$ cat src/rtl/tmlc_pkg.sv
// Shared types and constants for the tiled mip layout calculator.
// No dependencies; every other file imports this package.
package tmlc_pkg;

    localparam int GOB_WIDTH_LOG2  = 6;   // 64-byte GOB rows
    localparam int GOB_HEIGHT_LOG2 = 3;   // 8 rows per GOB
    localparam int GOB_DEPTH_LOG2  = 0;   // 1 slice per GOB
    localparam int MAX_TILE_LOG2   = 5;

    localparam int PX_W     = 15;
    localparam int WB_W     = 20;
    localparam int AW_W     = 20;
    localparam int AH_W     = 16;
    localparam int DS_W     = 36;
    localparam int LS_W     = 51;
    localparam int LAYER_W  = 55;
    localparam int ASTR_W   = 56;
    localparam int ACC_W    = 64;
    localparam int MPLR_W   = 16;

    typedef enum logic [3:0] {
        CMD_NONE,
        CMD_LOAD,
        CMD_DIV_W,
        CMD_DIV_H,
        CMD_DIV_D,
        CMD_ST_W,
        CMD_ST_H,
        CMD_ST_D,
        CMD_TILE,
        CMD_DS,
        CMD_MUL_LS,
        CMD_ST_LS,
        CMD_FINAL,
        CMD_MUL_IMG,
        CMD_EMIT,
        CMD_NEXT
    } cmd_t;

    typedef enum logic [4:0] {
        ST_IDLE,
        ST_DW, ST_DW_WT,
        ST_DH, ST_DH_WT,
        ST_DD, ST_DD_WT,
        ST_TILE, ST_DS,
        ST_MLS, ST_MLS_WT,
        ST_FIN,
        ST_MIMG, ST_MIMG_WT,
        ST_EMIT, ST_OUTW
    } state_t;

    typedef struct packed {
        logic div_done;
        logic mul_done;
        logic is_last;
        logic zero_levels;
    } status_t;

    // Ceiling log2 of n, capped at MAX_TILE_LOG2.
    function automatic logic [2:0] tile_log2(input logic [15:0] n);
        logic [2:0] k;
        k = 3'd0;
        for (int i = 0; i < MAX_TILE_LOG2; i++) begin
            if (n > (16'd1 << i)) begin
                k = 3'(i + 1);
            end
        end
        return k;
    endfunction

endpackage

$ cat src/rtl/tmlc_div.sv
// Radix-2 restoring divider giving ceil(num / den), one quotient bit per cycle.
// Depends on tmlc_pkg.
module tmlc_div
    import tmlc_pkg::*;
(
    input  logic            clk,
    input  logic            rst_n,
    input  logic            start,
    input  logic [PX_W-1:0] num,
    input  logic [3:0]      den,
    output logic            done,
    output logic [PX_W-1:0] quot
);

    logic            run_reg, run_next;
    logic [3:0]      cnt_reg, cnt_next;
    logic [PX_W-1:0] num_reg, num_next;
    logic [PX_W-1:0] q_reg, q_next;
    logic [4:0]      rem_reg, rem_next;
    logic [3:0]      den_reg, den_next;
    logic [4:0]      trial;

    always_comb
    begin
        run_next = run_reg;
        cnt_next = cnt_reg;
        num_next = num_reg;
        q_next   = q_reg;
        rem_next = rem_reg;
        den_next = den_reg;
        trial    = {rem_reg[3:0], num_reg[PX_W-1]};
        if (start)
        begin
            run_next = 1'b1;
            cnt_next = 4'(PX_W - 1);
            num_next = num;
            q_next   = '0;
            rem_next = '0;
            den_next = (den == 4'd0) ? 4'd1 : den;
        end
        else if (run_reg)
        begin
            num_next = {num_reg[PX_W-2:0], 1'b0};
            if (trial >= {1'b0, den_reg})
            begin
                rem_next = trial - {1'b0, den_reg};
                q_next   = {q_reg[PX_W-2:0], 1'b1};
            end
            else
            begin
                rem_next = trial;
                q_next   = {q_reg[PX_W-2:0], 1'b0};
            end
            if (cnt_reg == 4'd0)
            begin
                run_next = 1'b0;
            end
            else
            begin
                cnt_next = cnt_reg - 4'd1;
            end
        end
    end

    always_ff @(posedge clk or negedge rst_n)
    begin
        if (!rst_n)
        begin
            run_reg <= 1'b0;
            cnt_reg <= '0;
        end
        else
        begin
            run_reg <= run_next;
            cnt_reg <= cnt_next;
        end
    end

    always_ff @(posedge clk)
    begin
        num_reg <= num_next;
        q_reg   <= q_next;
        rem_reg <= rem_next;
        den_reg <= den_next;
    end

    assign done = !run_reg;
    assign quot = q_reg + PX_W'(rem_reg != 5'd0);

endmodule

$ cat src/rtl/tmlc_mul.sv
// Shift-and-add multiplier, one multiplier bit per cycle, early exit on zero.
// Depends on tmlc_pkg.
module tmlc_mul
    import tmlc_pkg::*;
(
    input  logic              clk,
    input  logic              rst_n,
    input  logic              start,
    input  logic [ACC_W-1:0]  mcand,
    input  logic [MPLR_W-1:0] mplier,
    output logic              done,
    output logic [ACC_W-1:0]  prod
);

    logic              run_reg, run_next;
    logic [ACC_W-1:0]  mc_reg, mc_next;
    logic [MPLR_W-1:0] mp_reg, mp_next;
    logic [ACC_W-1:0]  acc_reg, acc_next;

    always_comb
    begin
        run_next = run_reg;
        mc_next  = mc_reg;
        mp_next  = mp_reg;
        acc_next = acc_reg;
        if (start)
        begin
            mc_next  = mcand;
            mp_next  = mplier;
            acc_next = '0;
            run_next = (mplier != '0);
        end
        else if (run_reg)
        begin
            if (mp_reg[0])
            begin
                acc_next = acc_reg + mc_reg;
            end
            mc_next  = {mc_reg[ACC_W-2:0], 1'b0};
            mp_next  = {1'b0, mp_reg[MPLR_W-1:1]};
            run_next = (mp_next != '0);
        end
    end

    always_ff @(posedge clk or negedge rst_n)
    begin
        if (!rst_n)
        begin
            run_reg <= 1'b0;
        end
        else
        begin
            run_reg <= run_next;
        end
    end

    always_ff @(posedge clk)
    begin
        mc_reg  <= mc_next;
        mp_reg  <= mp_next;
        acc_reg <= acc_next;
    end

    assign done = !run_reg;
    assign prod = acc_reg;

endmodule

$ cat src/rtl/tmlc_dpath.sv
// Datapath: input latch, per-level extent math, layer accumulation, result register.
// Depends on tmlc_pkg, tmlc_div and tmlc_mul.
module tmlc_dpath
    import tmlc_pkg::*;
(
    input  logic        clk,
    input  logic        rst_n,
    input  cmd_t        cmd,
    output status_t     status,
    input  logic [14:0] width_px,
    input  logic [14:0] height_px,
    input  logic [14:0] depth_px,
    input  logic [11:0] array_layers,
    input  logic [3:0]  block_width,
    input  logic [3:0]  block_height,
    input  logic [3:0]  block_depth,
    input  logic [4:0]  bytes_per_block,
    input  logic [3:0]  level_count,
    input  logic        view_2d,
    output logic [3:0]  level_index,
    output logic [47:0] offset_bytes,
    output logic [2:0]  tile_y_log2,
    output logic [2:0]  tile_z_log2,
    output logic [18:0] row_stride_bytes,
    output logic [32:0] depth_stride_bytes,
    output logic [46:0] level_bytes,
    output logic [19:0] image_align_bytes,
    output logic [47:0] array_stride_bytes,
    output logic [58:0] image_size_bytes,
    output logic        last
);

    logic [PX_W-1:0]    w_reg, h_reg, d_reg;
    logic [11:0]        layers_reg;
    logic [3:0]         bw_reg, bh_reg, bd_reg;
    logic [4:0]         bpb_reg;
    logic [3:0]         nlev_reg;
    logic               flat_reg;
    logic [3:0]         lvl_reg;
    logic [WB_W-1:0]    wb_reg;
    logic [PX_W-1:0]    hb_reg, db_reg;
    logic [2:0]         ty_reg, tz_reg;
    logic [AW_W-1:0]    aw_reg;
    logic [AH_W-1:0]    ah_reg, ad_reg;
    logic [4:0]         ae_reg;
    logic [DS_W-1:0]    ds_reg;
    logic [LS_W-1:0]    ls_reg;
    logic [LAYER_W-1:0] layer_reg;
    logic [ASTR_W-1:0]  astr_reg;

    logic               div_start, div_done, mul_start, mul_done;
    logic [PX_W-1:0]    div_num, div_q;
    logic [3:0]         div_den;
    logic [ACC_W-1:0]   mul_mcand, mul_prod;
    logic [MPLR_W-1:0]  mul_mplier;

    logic [2:0]         ty_c, tz_c;
    logic [AH_W-1:0]    hmask, dmask;
    logic [LAYER_W-1:0] total;
    logic [ASTR_W-1:0]  amask;

    always_comb
    begin
        div_start = 1'b1;
        div_num   = w_reg >> lvl_reg;
        div_den   = bw_reg;
        case (cmd)
            CMD_DIV_W:
            begin
                div_num = w_reg >> lvl_reg;
                div_den = bw_reg;
            end
            CMD_DIV_H:
            begin
                div_num = h_reg >> lvl_reg;
                div_den = bh_reg;
            end
            CMD_DIV_D:
            begin
                div_num = d_reg >> lvl_reg;
                div_den = bd_reg;
            end
            default:
            begin
                div_start = 1'b0;
            end
        endcase
        if (div_num == '0)
        begin
            div_num = PX_W'(1);
        end
    end

    assign mul_start  = (cmd == CMD_MUL_LS) || (cmd == CMD_MUL_IMG);
    assign mul_mcand  = (cmd == CMD_MUL_IMG) ? ACC_W'(astr_reg) : ACC_W'(ds_reg);
    assign mul_mplier = (cmd == CMD_MUL_IMG) ? MPLR_W'(layers_reg) : ad_reg;

    tmlc_div u_div (
        .clk   (clk),
        .rst_n (rst_n),
        .start (div_start),
        .num   (div_num),
        .den   (div_den),
        .done  (div_done),
        .quot  (div_q)
    );

    tmlc_mul u_mul (
        .clk    (clk),
        .rst_n  (rst_n),
        .start  (mul_start),
        .mcand  (mul_mcand),
        .mplier (mul_mplier),
        .done   (mul_done),
        .prod   (mul_prod)
    );

    // Tile selection, alignment masks and the running layer total for the current level.
    always_comb
    begin
        ty_c  = tile_log2(16'((17'(hb_reg) + 17'(7)) >> GOB_HEIGHT_LOG2));
        tz_c  = flat_reg ? 3'd0 : tile_log2(16'(db_reg));
        hmask = (AH_W'(1) << (GOB_HEIGHT_LOG2 + 32'(ty_c))) - AH_W'(1);
        dmask = (AH_W'(1) << (GOB_DEPTH_LOG2 + 32'(tz_c))) - AH_W'(1);
        total = layer_reg + LAYER_W'(ls_reg);
        amask = (ASTR_W'(1) << ae_reg) - ASTR_W'(1);
    end

    always_ff @(posedge clk)
    begin
        case (cmd)
            CMD_LOAD:
            begin
                w_reg      <= width_px;
                h_reg      <= height_px;
                d_reg      <= depth_px;
                layers_reg <= array_layers;
                bw_reg     <= block_width;
                bh_reg     <= block_height;
                bd_reg     <= block_depth;
                bpb_reg    <= bytes_per_block;
                nlev_reg   <= level_count;
                flat_reg   <= view_2d;
                lvl_reg    <= '0;
                layer_reg  <= '0;
            end
            CMD_ST_W:
            begin
                wb_reg <= WB_W'(div_q * bpb_reg);
            end
            CMD_ST_H:
            begin
                hb_reg <= div_q;
            end
            CMD_ST_D:
            begin
                db_reg <= div_q;
            end
            CMD_TILE:
            begin
                ty_reg <= ty_c;
                tz_reg <= tz_c;
                aw_reg <= AW_W'((21'(wb_reg) + 21'(63)) >> GOB_WIDTH_LOG2) << GOB_WIDTH_LOG2;
                ah_reg <= (AH_W'(hb_reg) + hmask) & ~hmask;
                ad_reg <= (AH_W'(db_reg) + dmask) & ~dmask;
                if (lvl_reg == 4'd0)
                begin
                    ae_reg <= 5'(GOB_WIDTH_LOG2 + GOB_HEIGHT_LOG2 + GOB_DEPTH_LOG2)
                              + 5'(ty_c) + 5'(tz_c);
                end
            end
            CMD_DS:
            begin
                ds_reg <= DS_W'(aw_reg * ah_reg);
            end
            CMD_ST_LS:
            begin
                ls_reg <= mul_prod[LS_W-1:0];
            end
            CMD_FINAL:
            begin
                astr_reg <= (ASTR_W'(total) + amask) & ~amask;
            end
            CMD_EMIT:
            begin
                level_index        <= lvl_reg;
                offset_bytes       <= layer_reg[47:0];
                tile_y_log2        <= ty_reg;
                tile_z_log2        <= tz_reg;
                row_stride_bytes   <= aw_reg[18:0];
                depth_stride_bytes <= ds_reg[32:0];
                level_bytes        <= ls_reg[46:0];
                last               <= status.is_last;
                if (status.is_last)
                begin
                    image_align_bytes  <= 20'(1) << ae_reg;
                    array_stride_bytes <= astr_reg[47:0];
                    image_size_bytes   <= mul_prod[58:0];
                end
                else
                begin
                    image_align_bytes  <= '0;
                    array_stride_bytes <= '0;
                    image_size_bytes   <= '0;
                end
            end
            CMD_NEXT:
            begin
                layer_reg <= total;
                lvl_reg   <= lvl_reg + 4'd1;
            end
            default:
            begin
            end
        endcase
    end

    assign status.div_done    = div_done;
    assign status.mul_done    = mul_done;
    assign status.is_last     = (lvl_reg == (nlev_reg - 4'd1));
    assign status.zero_levels = (level_count == 4'd0);

endmodule

$ cat src/rtl/tmlc_ctrl.sv
// Controller state machine sequencing the per-level steps of the datapath.
// Depends on tmlc_pkg.
module tmlc_ctrl
    import tmlc_pkg::*;
(
    input  logic    clk,
    input  logic    rst_n,
    input  logic    in_valid,
    output logic    in_ready,
    output logic    out_valid,
    input  logic    out_ready,
    input  status_t status,
    output cmd_t    cmd
);

    state_t state_reg, state_next;

    always_ff @(posedge clk or negedge rst_n)
    begin
        if (!rst_n)
        begin
            state_reg <= ST_IDLE;
        end
        else
        begin
            state_reg <= state_next;
        end
    end

    always_comb
    begin
        state_next = state_reg;
        cmd        = CMD_NONE;
        in_ready   = 1'b0;
        out_valid  = 1'b0;
        case (state_reg)
            ST_IDLE:
            begin
                in_ready = 1'b1;
                if (in_valid)
                begin
                    cmd        = CMD_LOAD;
                    state_next = status.zero_levels ? ST_IDLE : ST_DW;
                end
            end
            ST_DW:
            begin
                cmd        = CMD_DIV_W;
                state_next = ST_DW_WT;
            end
            ST_DW_WT:
            begin
                if (status.div_done)
                begin
                    cmd        = CMD_ST_W;
                    state_next = ST_DH;
                end
            end
            ST_DH:
            begin
                cmd        = CMD_DIV_H;
                state_next = ST_DH_WT;
            end
            ST_DH_WT:
            begin
                if (status.div_done)
                begin
                    cmd        = CMD_ST_H;
                    state_next = ST_DD;
                end
            end
            ST_DD:
            begin
                cmd        = CMD_DIV_D;
                state_next = ST_DD_WT;
            end
            ST_DD_WT:
            begin
                if (status.div_done)
                begin
                    cmd        = CMD_ST_D;
                    state_next = ST_TILE;
                end
            end
            ST_TILE:
            begin
                cmd        = CMD_TILE;
                state_next = ST_DS;
            end
            ST_DS:
            begin
                cmd        = CMD_DS;
                state_next = ST_MLS;
            end
            ST_MLS:
            begin
                cmd        = CMD_MUL_LS;
                state_next = ST_MLS_WT;
            end
            ST_MLS_WT:
            begin
                if (status.mul_done)
                begin
                    cmd        = CMD_ST_LS;
                    state_next = status.is_last ? ST_FIN : ST_EMIT;
                end
            end
            ST_FIN:
            begin
                cmd        = CMD_FINAL;
                state_next = ST_MIMG;
            end
            ST_MIMG:
            begin
                cmd        = CMD_MUL_IMG;
                state_next = ST_MIMG_WT;
            end
            ST_MIMG_WT:
            begin
                if (status.mul_done)
                begin
                    state_next = ST_EMIT;
                end
            end
            ST_EMIT:
            begin
                cmd        = CMD_EMIT;
                state_next = ST_OUTW;
            end
            ST_OUTW:
            begin
                out_valid = 1'b1;
                if (out_ready)
                begin
                    cmd        = CMD_NEXT;
                    state_next = status.is_last ? ST_IDLE : ST_DW;
                end
            end
            default:
            begin
                state_next = ST_IDLE;
            end
        endcase
    end

endmodule

$ cat src/rtl/tiled_mip_layout_calculator_top.sv
// Tiled mip layout calculator: one image description in, one beat per mip level out.
// A level runs three divides (width, height, depth), tile selection and the depth stride,
// a multiply whose length is set by the aligned depth's bit count, then presents its beat.
// The last level adds the array stride and an image-size multiply set by the layer count's bit count;
// one image is in flight at a time and the next is taken the cycle after its last beat leaves.
// rst_n clears the controller asynchronously; the block then idles ready for input.
module tiled_mip_layout_calculator_top
    import tmlc_pkg::*;
(
    input  logic        clk,
    input  logic        rst_n,
    input  logic        in_valid,
    output logic        in_ready,
    input  logic [14:0] width_px,
    input  logic [14:0] height_px,
    input  logic [14:0] depth_px,
    input  logic [11:0] array_layers,
    input  logic [3:0]  block_width,
    input  logic [3:0]  block_height,
    input  logic [3:0]  block_depth,
    input  logic [4:0]  bytes_per_block,
    input  logic [3:0]  level_count,
    input  logic        view_2d,
    output logic        out_valid,
    input  logic        out_ready,
    output logic [3:0]  level_index,
    output logic [47:0] offset_bytes,
    output logic [2:0]  tile_y_log2,
    output logic [2:0]  tile_z_log2,
    output logic [18:0] row_stride_bytes,
    output logic [32:0] depth_stride_bytes,
    output logic [46:0] level_bytes,
    output logic [19:0] image_align_bytes,
    output logic [47:0] array_stride_bytes,
    output logic [58:0] image_size_bytes,
    output logic        last
);

    // The controller sequences divides, tile selection and multiplies per level;
    // the datapath holds all values and the registered result beat.
    cmd_t    cmd;
    status_t status;

    tmlc_ctrl u_ctrl (
        .clk       (clk),
        .rst_n     (rst_n),
        .in_valid  (in_valid),
        .in_ready  (in_ready),
        .out_valid (out_valid),
        .out_ready (out_ready),
        .status    (status),
        .cmd       (cmd)
    );

    tmlc_dpath u_dpath (
        .clk                (clk),
        .rst_n              (rst_n),
        .cmd                (cmd),
        .status             (status),
        .width_px           (width_px),
        .height_px          (height_px),
        .depth_px           (depth_px),
        .array_layers       (array_layers),
        .block_width        (block_width),
        .block_height       (block_height),
        .block_depth        (block_depth),
        .bytes_per_block    (bytes_per_block),
        .level_count        (level_count),
        .view_2d            (view_2d),
        .level_index        (level_index),
        .offset_bytes       (offset_bytes),
        .tile_y_log2        (tile_y_log2),
        .tile_z_log2        (tile_z_log2),
        .row_stride_bytes   (row_stride_bytes),
        .depth_stride_bytes (depth_stride_bytes),
        .level_bytes        (level_bytes),
        .image_align_bytes  (image_align_bytes),
        .array_stride_bytes (array_stride_bytes),
        .image_size_bytes   (image_size_bytes),
        .last               (last)
    );

endmodule

$ cat config.mk
export PLATFORM = sky130hd
export DESIGN_NAME = tiled_mip_layout_calculator_top
export DESIGN_NICKNAME = d
export VERILOG_FILES = /design/src/rtl/tmlc_pkg.sv /design/src/rtl/tmlc_div.sv /design/src/rtl/tmlc_mul.sv /design/src/rtl/tmlc_dpath.sv /design/src/rtl/tmlc_ctrl.sv /design/src/rtl/tiled_mip_layout_calculator_top.sv
export SDC_FILE = /design/constraint.sdc
export NUM_CORES = 2
export LEC_CHECK = 0
export BUFFER_PORTS_ARGS = -buffer_cell sky130_fd_sc_hd__buf_2
export CAP_MARGIN = 25
export CELL_PAD_IN_SITES_DETAIL_PLACEMENT = 1
export CELL_PAD_IN_SITES_GLOBAL_PLACEMENT = 2
export CORE_ASPECT_RATIO = 1.1
export CORE_MARGIN = 2
export CORE_UTILIZATION = 36
export CTS_CLUSTER_DIAMETER = 120
export DETAILED_ROUTE_END_ITERATION = 12
export HOLD_SLACK_MARGIN = 0.15
export PLACE_DENSITY_LB_ADDON = 0.08
export SLEW_MARGIN = 20
export SYNTH_ARGS = -nofsm -noshare
export SYNTH_HDL_FRONTEND = slang
export SYNTH_SLANG_ARGS = --single-unit
export TNS_END_PERCENT = 20
$ cat constraint.sdc
create_clock -name clk -period 15.2 [get_ports clk]
set_input_delay 0 -clock clk [delete_from_list [all_inputs] [get_ports clk]]
set_output_delay 0 -clock clk [all_outputs]
set_load 0.1 [all_outputs]
=== Yosys cells after proc, flatten, opt, wreduce, memory -nomap -nowiden ===
Cells that the tools add are included.

* Register bits after elaboration: 849
* Latch bits: 0
* Bits in writable memories: 0
* ROM bits: 0
* Input port bits: 83
* Output and inout bits: 287
* Memories: 0

* Add/subtract/negate cells: 18
* Multiply operators: 2
* Div/mod/pow operators: 0
* Order comparisons: 11
* Eq/ne operators: 39
* Shift-type cells: 7
* Multiplexer cells: 55
* Bitwise logic cells: 6
* Reductions and logical operators: 18

{| class="wikitable"
|+ Operators by type and width
! cell !! count
|-
| $mux 64 || 2
|-
| $pmux 55 s2 || 1
|-
| $pmux 5 s16 || 1
|-
| $add 64x64->64 || 1
|-
| $pmux 4 s15 || 1
|-
| $add 55x56->56 || 1
|-
| $and 56x56->56 || 1
|-
| $mux 56 || 1
|-
| $not 56->56 || 1
|-
| $shl 1x5->56 const A || 1
|-
| $sub 56x2->56 const B || 1
|-
| $add 55x51->55 || 1
|-
| $mux 16 || 3
|-
| $mux 15 || 3
|-
| $shr 15x4->15 || 3
|-
| $eq 5x4->1 const B || 8
|-
| $mux 5 || 8
|-
| $add 15x16->16 || 2
|-
| $and 16x16->16 || 2
|-
| $eq 4x4->1 const B || 8
|-
| $not 16->16 || 2
|-
| $shl 1x32->16 const A || 1
|-
| $sub 16x2->16 const B || 2
|-
| $mul 14x16->30 || 1
|-
| 49 further kinds || 100
|}

=== Depth between registers and ports, before layout ===
* Depth in word-level cells: 12
* Mapped depth: 24
* Gate-level depth less buffers: 23

=== By module ===
From an unflattened synthesis, not the netlist that was laid out.

* Cells, all modules: 4857
* Area total of the unflattened synthesis: 52826.9 um^2

{| class="wikitable"
|+ Modules (own cells, without submodules)
! module !! times used !! cells each !! area an instance (um^2) !! sequential area each (um^2)
|-
| tmlc_dpath || 1 || 3562 || 40415.0 || 19668.9
|-
| tmlc_mul || 1 || 1024 || 9710.6 || 3708.6
|-
| tmlc_div || 1 || 204 || 2220.9 || 1096.1
|-
| tmlc_ctrl || 1 || 67 || 480.5 || 100.1
|}

=== Worst setup path after synthesis ===
No wires, ideal clock.

* Kind: reg-to-reg
* Start point: register u_ctrl.state_reg[1]
* End point: register u_dpath.array_stride_bytes[0], enable pin
* Library setup time: 913 ps
* Arrival time: 12647 ps
* Required time: 14287 ps
* Path slack: 1639 ps
* Stages on the path, launching flop included: 6
* Clock period less this slack: 13561 ps
* Cell sequence: dfrtp_1 > clkbuf_1 > clkbuf_1 > clkbuf_1 > nand2b_1 > nor2_1

* Word-level cells in the longest chain between the ends: 3

{| class="wikitable"
|+ RTL lines
! what !! RTL line !! source
|-
| start, declared || tmlc_ctrl.sv:16 || <nowiki>state_t state_reg, state_next;</nowiki>
|-
| start signal, assigned || tmlc_ctrl.sv:26 || <nowiki>state_reg <= state_next;</nowiki>
|-
| $eq 5x4->1 (tied with other cells) || tmlc_ctrl.sv:36 || <nowiki>case (state_reg)</nowiki>
|-
| $pmux 4 s15 * || tmlc_ctrl.sv:36 ||
|-
| $eq 4x4->1 * || tmlc_dpath.sv:131 || <nowiki>case (cmd)</nowiki>
|-
| end signal, assigned || tmlc_dpath.sv:197 || <nowiki>array_stride_bytes <= astr_reg[47:0];</nowiki>
|-
| end, declared || tmlc_dpath.sv:28 || <nowiki>output logic [47:0] array_stride_bytes,</nowiki>
|}

Mark *: on every way between the ends. The rest lies on a longest branch, timed or not.
A chain may end at the register's enable or synchronous reset.

=== Worst setup path in the final report ===
* Start point: register u_dpath.ae_reg[2]
* End point: register u_dpath.astr_reg[54], data pin

* Word-level cells in the longest chain between the ends: 4

{| class="wikitable"
|+ RTL lines
! what !! RTL line !! source
|-
| start, declared || tmlc_dpath.sv:45 || <nowiki>logic [4:0] ae_reg;</nowiki>
|-
| start signal, assigned || tmlc_dpath.sv:168 || <nowiki>ae_reg <= 5'(GOB_WIDTH_LOG2 + GOB_HEIGHT_LOG2 + GOB_DEPTH_LOG2)</nowiki>
|-
| $shl 1x5->56 * || tmlc_dpath.sv:126 || <nowiki>amask = (ASTR_W'(1) << ae_reg) - ASTR_W'(1);</nowiki>
|-
| $sub 56x2->56 * || tmlc_dpath.sv:126 ||
|-
| $add 55x56->56 or $not 56->56 (tied branches) || tmlc_dpath.sv:182 || <nowiki>astr_reg <= (ASTR_W'(total) + amask) & ~amask;</nowiki>
|-
| $and 56x56->56 * || tmlc_dpath.sv:182 ||
|-
| end signal, assigned || tmlc_dpath.sv:182 ||
|-
| end, declared || tmlc_dpath.sv:49 || <nowiki>logic [ASTR_W-1:0] astr_reg;</nowiki>
|}

Marked as above.

==> results.cfg <==
[outcome]
status = completed

[yosys]
synthFlopType = edfxtp_1
yosys-top-cells-area = edfxtp_1, fa_1, ha_1
ys_warn_count = 0
yosys.area.top_type_share_pct = 43.40
syn-cell-area_mm2 = 0.05183
postSynthCellCount = 4761
ys_types = 104
synth-edff-count = 749
ys_async_sr_fraction_pct = 1.193
synth_area_leader_cell = edfxtp_1
syn_avg_cell_area_um2 = 10.89
ys_seq_area_share_pct = 46.93
yosys_register_bits = 838

[sta]
tightestPinTransition_ps = 1057
setup_viol = 0
finalMaxSlewViolations = 0
rsz0062_at_grt = no
finalHoldViolations = 0
max_freq_ghz = 0.1478
period_needed_ps = 6764
relSlewSlack_pct = 29.32
fin_skew_ps = 66.75
tns_ps = 0
period_share_pct = 44.50

[layout]
nets = 5896
area_delta_synth_final_pct = 17.52
layout_commonest_cell = edfxtp_1
post_layout_nonfiller_instances = 7282
drive_gt1_share_pct = 11.74
nFillCells = 15680
layout_common_cells = edfxtp_1, nand2_1, buf_2

[die]
die_area_mm2 = 0.1470
initial_core_util_pct = 36.14
pin_count = 370
dieHeight_um = 402.0
placementRows = 146
die_x_um = 365.8
core_mm2 = 0.1434

[setup_path]
worst-path-buf-inv = 0
critPathCaptureType = flip-flop
r2r_setup_slack_ps = 8440
slowest_delay_ps = 660
cp-start-kind = flip-flop
r2r-start = u_dpath.ae_reg[2]
required_ps = 15660
r2r-end = u_dpath.astr_reg[54]
crit_arrival_ps = 7220
r2r_cells = 19
crit_fanout = 20
crit_path_cell_trace = or2_2 -> nor2_1 -> nand2_1 -> ha_1 -> nor2_1 -> and3_1 -> a21oi_1 -> o32ai_1 -> ha_1 -> nand2_1 -> o21ai_0 -> or3_1 -> nor3_4 -> o2111ai_2 -> a32o_1 -> o41ai_1 -> o21ai_1 -> xnor2_1 -> nor2_1
crit_type = flip-flop to flip-flop
cp_top_family = simple AND/OR/NAND/NOR gates
critical_path.slowest_cell = edfxtp_1
cpMostUsedCell = nor2_1

[route]
dr.pass1.iters = 5
detail_route.wl_per_cell_um = 22.67
drc_errors = 0
totalWireLength_um = 165100
ant_nets = 0
vias = 37470
via_per_inst = 5.146
first_iter_violations = 2163

[grt]
antenna_found_initial = 5
grt-busiest-layer = met2
track_usage_pct = 22.24
grt_max_degree = 87
met3_usage_pct = 2.202
met2_usage_pct = 40.63
grt.overflow.total = 0
grtUsageMet1_pct = 28.04
grt_pass1_wl_um = 250600
grt_pass1_vias = 39680

[power]
p_sw_mw = 7.249
seq_power_share_pct = 26.2
ir_drop_v = 0.0002878
power_frac_comb_pct = 57.4
intPower_mw = 8.105
p_clk_share_pct = 16.4
fin_total_pwr_mw = 15.35
switching_share_pct = 47.21
leakage_nw = 25.16
powerDensity_mw_per_mm2 = 252.1

[worst_hold_path]
worstHoldStart = in_valid
whs_endpoint = u_dpath.flat_reg
hp-class = input port to flip-flop
min_path_cells = 3

[placement]
dp_cells = 6931
post-dp-hpwl_um = 125700
port_buffers = 357
gp_congestion = 0.8723

[clock_network]
numCtsBuffers = 99
cts_tree = done
htree_num_levels = 3
ctsResizeCount = 0
insertion_delay_ps = 720
cts-root-buf = clkbuf_16
clkTransAtPathRegs_ps = 60
cts_buffer_depth = 3
cts_sinks = 838

[run]
drv_cap = 0
## through the flow
stage               area (um^2)  hold slack (ps)  util (%)  setup WS, ps
floorplan                 52000           -295.6         -          1639
CTS                       60890            294.9     42.46          8512
detailed placement        55830           -100.4     38.93          8479
global placement          55830           -102.6     38.93          8570
finish                    60910            349.8     42.48          8436
global route              60910            328.8     42.47          7924
## synthesized netlist by cell type, drive strengths merged, types with 35 or more instances
| cell | number |
|---|---|
| nand2b | 45 |
| buf | 37 |
| nand4 | 43 |
| inv | 306 |
| ha | 331 |
| o21ai | 212 |
| mux2i | 89 |
| a31oi | 36 |
| edfxtp | 749 |
| and3 | 42 |
| xor2 | 86 |
| nand2 | 498 |
| a21oi | 289 |
| nor2b | 51 |
| and2 | 295 |
| fa | 211 |
| nor3 | 87 |
| nand3 | 70 |
| clkbuf | 170 |
| a211oi | 35 |
| dfxtp | 79 |
| a21o | 128 |
| nor2 | 299 |
| xnor2 | 162 |
## metal layers
metal / routed length (um) / part of all wire, % / up-vias
met2: 84880 / 51 / 594
met4: 3514 / 2.1 / 0
li1: - / - / 17950
met1: 71580 / 43 / 18760
met3: 5092 / 3.1 / 164
met5: 0 / 0 / -
## power by group through the flow
stage / sequential [mW] / clock [mW] / combinational, mW
after global routing: 4.08 / 2.66 / 9.84
after CTS: 4.05 / 2.58 / 8.92
after global placement: 4.08 / 0 / 8.76
final: 4.03 / 2.51 / 8.81
after floorplan: 4.97 / 0 / 5.58
after detailed placement: 4.09 / 0 / 8.81
## worst max path at each step
stage | slack [ps] | depth (start not counted) | from | endpoint
global route | 7920 | 19 | u_dpath.ae_reg[2] | u_dpath.astr_reg[54]
finish | 8440 | 19 | u_dpath.ae_reg[2] | u_dpath.astr_reg[54]
detailed placement | 8480 | 21 | u_dpath.ah_reg[6] | u_dpath.ds_reg[35]
CTS | 8510 | 19 | u_dpath.ae_reg[2] | u_dpath.astr_reg[54]
global placement | 8570 | 21 | u_dpath.ah_reg[6] | u_dpath.ds_reg[35]
floorplan | 1640 | 5 | u_ctrl.state_reg[1] | u_dpath.array_stride_bytes[0]
## worst reg2reg max path: cells and delay by family, from the launching register on
family	cells	cell delay (ps)
simple gates	9	2490
compound gates	7	2300
fa+ha+maj	2	910
flops	1	660
xor+xnor	1	160
## area by class of cell
| cell class | count | area [um^2] | share of cell area [%] |
|---|---|---|---|
| Timing Repair Buffer | 569 | 3791 | 6.224 |
| Clock buffer | 123 | 2629 | 4.316 |
| Antenna cell | 2 | 5.005 | 0.008217 |
| Inverter | 308 | 1156 | 1.898 |
| Sequential cell | 838 | 24320 | 39.93 |
| Tap cell | 1924 | 2407 | 3.952 |
| Clock inverter | 63 | 810.8 | 1.331 |
| Multi-Input combinational cell | 3455 | 25790 | 42.34 |
## cell families after synthesis
logic type | share of synthesized area [%]
adder cells (fa/ha/maj) | 16.14
XOR/XNOR | 4.191
flip-flops | 46.93
multiplexers | 2.088
other | 0.01449
buffers and inverters | 3.843
AO/OA/AOI/OAI | 12.37
AND/OR/NAND/NOR | 14.42
## repair_timing
item / 4_1_cts / 5_1_grt
endpoints found under the hold margin: 107 / 0
setup buffers: 0 / 0
hold buffers: 162 / 0
No activity file was read; power rests on OpenSTA's default activity.
